`config.mk`:
```
export PLATFORM = sky130hd
export DESIGN_NAME = pfc_front
export DESIGN_NICKNAME = d
export VERILOG_FILES = /design/src/rtl/pfc_pkg.sv /design/src/rtl/pfc_front.sv
export SDC_FILE = /design/constraint.sdc
export NUM_CORES = 2
export LEC_CHECK = 0
export BUFFER_PORTS_ARGS = -buffer_cell sky130_fd_sc_hd__buf_2
export CAP_MARGIN = 10
export CORE_AREA = 2 2 358 360
export CTS_CLUSTER_DIAMETER = 150
export CTS_CLUSTER_SIZE = 12
export DETAILED_ROUTE_END_ITERATION = 8
export DIE_AREA = 0 0 360 362
export GPL_ROUTABILITY_DRIVEN = 0
export HOLD_SLACK_MARGIN = 0.1
export PLACE_DENSITY = 0.74
export SYNTH_ARGS = -nofsm -noshare
export SYNTH_HDL_FRONTEND = slang
export SYNTH_SLANG_ARGS = --single-unit
export TNS_END_PERCENT = 1
```
`constraint.sdc`:
```
create_clock -name clk -period 17.9 [get_ports clk]
set_input_delay 2.685 -clock clk [delete_from_list [all_inputs] [get_ports clk]]
set_output_delay 2.685 -clock clk [all_outputs]
set_load 0.03 [all_outputs]
```
`src/rtl/pfc_pkg.sv`:
```
`default_nettype none
package pfc_pkg;

  localparam int FRAC_BITS = 16;
  localparam int PW = 32;                 // position width
  localparam int QW = 18;                 // quaternion field width
  localparam int MW = QW;                 // magnitude of a quaternion component
  localparam int SQW = 2 * MW;            // squared magnitude
  localparam int SW = SQW + 1;            // sum of four squares
  localparam int RW = 2 * FRAC_BITS + 42; // remainder and product width, signed
  localparam int RES_W = FRAC_BITS + 1;   // unsigned root ratio, 0..2^FRAC_BITS
  localparam int NSTG = FRAC_BITS + 1;    // one stage per result bit
  localparam int NLANE = 4;

  // lane order after the frame change: x, y (from z), z (from -y), w
  localparam int LX = 0;
  localparam int LY = 1;
  localparam int LZ = 2;
  localparam int LW = 3;

  typedef struct packed {
    logic [PW-1:0] px;
    logic [PW-1:0] py;
    logic [PW-1:0] pz;
    logic [NLANE-1:0] neg;
    logic degen;
  } side_t;

  typedef struct packed {
    side_t side;
    logic [SW-1:0] sum;
    logic [NLANE-1:0][RW-1:0] rem0;
  } front_t;

endpackage
`default_nettype wire

```
`src/rtl/pfc_front.sv`:
```
`default_nettype none
module pfc_front (
  input  wire logic clk,
  input  wire logic en,
  input  wire logic signed [pfc_pkg::PW-1:0] pos_x,
  input  wire logic signed [pfc_pkg::PW-1:0] pos_y,
  input  wire logic signed [pfc_pkg::PW-1:0] pos_z,
  input  wire logic signed [pfc_pkg::QW-1:0] quat_w,
  input  wire logic signed [pfc_pkg::QW-1:0] quat_x,
  input  wire logic signed [pfc_pkg::QW-1:0] quat_y,
  input  wire logic signed [pfc_pkg::QW-1:0] quat_z,
  output pfc_pkg::front_t f
);
  import pfc_pkg::*;

  logic [PW-1:0] px1, py1, pz1, px2, py2, pz2;
  logic [NLANE-1:0][MW-1:0] mag1;
  logic [NLANE-1:0] neg1, neg2;
  logic [NLANE-1:0][SQW-1:0] sq2;
  logic [PW-1:0] pz_next;
  logic [NLANE-1:0][MW-1:0] mag_next;
  logic [NLANE-1:0] neg_next;
  logic [SW-1:0] sum_c;

  function automatic logic [MW-1:0] abs_q(input logic signed [QW-1:0] v);
    logic [MW-1:0] u;
    u = v;
    return v[QW-1] ? (~u + MW'(1)) : u;
  endfunction

  always_comb begin
    // negate y, saturating the most negative value
    pz_next = (pos_y == {1'b1, {(PW-1){1'b0}}}) ? {1'b0, {(PW-1){1'b1}}}
                                                : (~pos_y + PW'(1));
    mag_next[LX] = abs_q(quat_x);
    mag_next[LY] = abs_q(quat_z);
    mag_next[LZ] = abs_q(quat_y);
    mag_next[LW] = abs_q(quat_w);
    neg_next[LX] = quat_x[QW-1];
    neg_next[LY] = quat_z[QW-1];
    neg_next[LZ] = !quat_y[QW-1] && (quat_y != '0);
    neg_next[LW] = quat_w[QW-1];
  end

  always_comb begin
    sum_c = SW'(sq2[0]) + SW'(sq2[1]) + SW'(sq2[2]) + SW'(sq2[3]);
  end

  always_ff @(posedge clk) begin
    if (en) begin
      px1 <= pos_x;
      py1 <= pos_z;
      pz1 <= pz_next;
      mag1 <= mag_next;
      neg1 <= neg_next;

      px2 <= px1;
      py2 <= py1;
      pz2 <= pz1;
      neg2 <= neg1;
      for (int l = 0; l < NLANE; l++) begin
        sq2[l] <= SQW'(mag1[l]) * SQW'(mag1[l]);
      end

      f.side.px <= px2;
      f.side.py <= py2;
      f.side.pz <= pz2;
      f.side.neg <= neg2;
      f.side.degen <= (sum_c == '0);
      f.sum <= sum_c;
      // remainder start: 4*m^2*2^(2F) - sum, for r = 0 (d = -1)
      for (int l = 0; l < NLANE; l++) begin
        f.rem0[l] <= (RW'(sq2[l]) << (2 * FRAC_BITS + 2)) - RW'(sum_c);
      end
    end
  end

endmodule
`default_nettype wire

```
==> impl_metrics.csv <==
group,metric,value,unit
drt,drc,0,
global_routing,antenna_found_initial,24,
min_path,worstHoldStart,"px2[20]",
cells_and_area,drive_gt1_frac,0.115,
logic_synthesis,synth_common_cells,"inv_1 (1474), fa_1 (938), edfxtp_1 (731)",
clocking,clk_latency,0.67,ns
sta,hold_violations,0,
drt,drt-vias-per-instance,5.57,
worst_setup_path,r2r_slack,10.12,ns
logic_synthesis,syn-cell-area,69000,sq um
clocking,cts_setup_buffers,0,
drt,dr_wl_met3,18.0,mm
min_path,min_path_type,"flop to flop",
logic_synthesis,synth_area_leader_cell,"edfxtp_1",
clocking,cts_resized,0,
clocking,clockRootBuffer,"clkbuf_16",
die,die_area,130000,sq um
die,fp.dieH,362,um
worst_setup_path,path_class,"flop to flop",
drt,routed_wl,186,mm
worst_setup_path,critical_path.top_delay_family,"compound AO/OA/AOI/OAI gates",
worst_setup_path,cp-start-kind,"flop",
die,start_util,0.544,
min_path,min_to,"f[422]",
worst_setup_path,path_cells,"inv_1 > fa_1 > fa_1 > inv_1 > ha_1 > a21oi_1 > o21ai_0 > nor2_1 > a2111oi_4 > nor3_2 > o31ai_1 > a21o_1 > a21oi_1 > xnor2_1 > inv_1 > ha_1 > nand2_1 > a21oi_1 > o21ai_0 > mux2i_1 > and4_1 > nor2_1 > a221o_1",
drt,wl_met1,70.1,mm
cells_and_area,multi_input_comb_area,40000,sq um
sta,timing.slew.headroom,0.106,
global_routing,grt_pass1_wl,285,mm
sta,fin_skew,0.0409,ns
clocking,tritoncts,"yes",
place,port_buffers,603,
clocking,h-tree-depth,3,
logic_synthesis,synthFlopType,"edfxtp_1",
logic_synthesis,postSynth.asyncResetShare,0,
clocking,cts_max_path_buffers,3,
global_routing,grt_start_max_net_pins,95,
worst_setup_path,slowest_delay,0.62,ns
die,core-area,127000,sq um
sta,slew_viol_final,0,
clocking,cts_made_buffers,71,
die,io_pins,604,
worst_setup_path,worst_path_max_delay_cell,"o31ai_1",
worst_setup_path,required,18.31,ns
global_routing,grt-ovfl-total,0,
logic_synthesis,synth_edf_count,731,
global_routing,grt_pass1_vias,49000,
die,fp.dieW,360,um
worst_setup_path,crit_arrival,8.19,ns
sta,setup_viol,0,
sta,finalCritPeriodShare,0.434,
logic_synthesis,yosysWarnings,0,
outcome,outcome,"completed",
sta,rsz0062_at_grt,"no",
clocking,cts.reportedPaths.clkPinSlew,0.06,ns
cells_and_area,n_fill_cell,10500,
logic_synthesis,ys_seq_elements,731,
drt,vias,47100,
clocking,cts-hold-fix-buffers,0,
global_routing,grtUsageTotal,0.291,
sta,max_freq,129,MHz
drt,drtIter0Drc,4266,
min_path,holdPathStages,0,
cells_and_area,syn_to_final_growth,8.30,%
logic_synthesis,synth_cells,6340,
place,dpl.cell_count,8368,
cells_and_area,fin_nets,8380,
die,rows,131,
worst_setup_path,worstPathBufferInverterCount,3,
drt,drt_pre_antenna_iters,8,
logic_synthesis,yosysMostFrequentCell,"inv_1",
place,hpwlAfterDp,152,mm
worst_setup_path,rr_endpoint,"f[127]",
cells_and_area,layoutNonFillerInstCount,8453,
worst_setup_path,cp_max_fo,10,
sta,finalSetupTns,0,ns
worst_setup_path,critPathCaptureType,"flop",
clocking,cts_sinks,731,
logic_synthesis,avgSynthCellArea,10.9,sq um
drt,wl_met2,86.9,mm
logic_synthesis,yosysSeqAreaShare,0.318,
worst_setup_path,r2r.worst_path.cells,23,
run,drv_cap,0,
drt,wl_per_cell,22.0,um
logic_synthesis,synthTopCellsByArea,"edfxtp_1 (32%), fa_1 (27%), ha_1 (8.9%), inv_1 (8.0%), xnor2_1 (4.3%)",
drt,ant_nets,0,
cells_and_area,seq_area,22000,sq um
worst_setup_path,timing.rr.start,"sq2[15]",
logic_synthesis,yosys.area.top_type_share,0.318,
sta,fin_crit,7.78,ns
drt,dr.max_layer_used,"met5",
logic_synthesis,synthDistinctLibCells,101,
sta,tightest_slew,1.34,ns
==> layer usage <==
layer | GRT usage | vias up
met1 | 0.364 | 23600
met4 | 0.145 | 6
met2 | 0.475 | 2182
met3 | 0.0679 | 426
met5 | 0 | -
li1 | - | 20900
==> how the worst max path moves through the flow <==
stage | startpoint | endpoint | slack, ns | cells past startpoint
after floorplan | mag1[59] | sq2[142] | 11.28 | 22
after global placement | sq2[15] | f[127] | 10.55 | 23
after detailed placement | mag1[6] | sq2[32] | 10.47 | 27
after CTS | mag1[6] | sq2[32] | 10.40 | 27
after global routing | sq2[15] | f[127] | 9.85 | 23
final | sq2[15] | f[127] | 10.12 | 23
==> through the flow <==
stage	cell area [sq um]	hold WS (ns)	setup slack (ns)	util
2_1_floorplan	69000	0.400	11.28	-
3_3_place_gp	72700	0.401	10.55	0.574
3_5_place_dp	72700	0.405	10.47	0.574
4_1_cts	74700	0.414	10.40	0.589
5_1_grt	74700	0.417	9.85	0.589
6_report	74700	0.409	10.12	0.589
==> sequential cells by signal, summed over array words and instances, names as in the netlist <==
signal and cells:
px2 32, sq2 140, mag1 72, pz2 32, py1 32, pz1 32, f 319, neg2 4
neg1 4, py2 32, px1 32
==> area by class of cell <==
cell class	instances	area share
antenna	3	0.000101
inverter	1475	0.0741
clock inverter	8	0.00132
clock buffer	73	0.0245
sequential	731	0.294
tap	1662	0.0278
timing repair buffer	623	0.0426
multi-input combinational	3878	0.536
==> placed cells by master, fill, tap and decap left out, types with 18 or more instances in the layout <==
cell,Yosys,layout
a21o_1,66,66
a21oi_1,163,163
a31oi_1,21,21
and2_1,261,261
and3_1,22,22
buf_2,14,602
buf_4,118,19
clkbuf_16,0,73
edfxtp_1,731,731
fa_1,938,938
ha_1,492,492
inv_1,1474,1474
nand2_1,479,479
nand2b_1,29,29
nand3_1,59,59
nand4_1,27,27
nor2_1,214,214
nor2b_1,35,35
nor3_1,102,101
nor4_1,36,36
o211ai_1,19,19
o21a_1,19,19
o21ai_0,117,116
o21bai_1,28,28
o31ai_1,30,30
or2_2,18,18
or3_1,42,42
or4_1,19,19
xnor2_1,339,339
xor2_1,88,88
==> cells by family after synthesis <==
logic type                 count (synthesis)  synth area share
other                                      1         0.0000544
and+or+nand+nor                         1395             0.101
xor gates and xnor gates                 427            0.0542
adders and majority gates               1432             0.362
DFF                                      731             0.318
buffers and inverters                   1733             0.102
muxes                                      9           0.00138
AOI/OAI and AO/OA                        612            0.0613
Power is not shown: default switching activity piles up to over one toggle a cycle in this logic, so the estimate is an artifact.
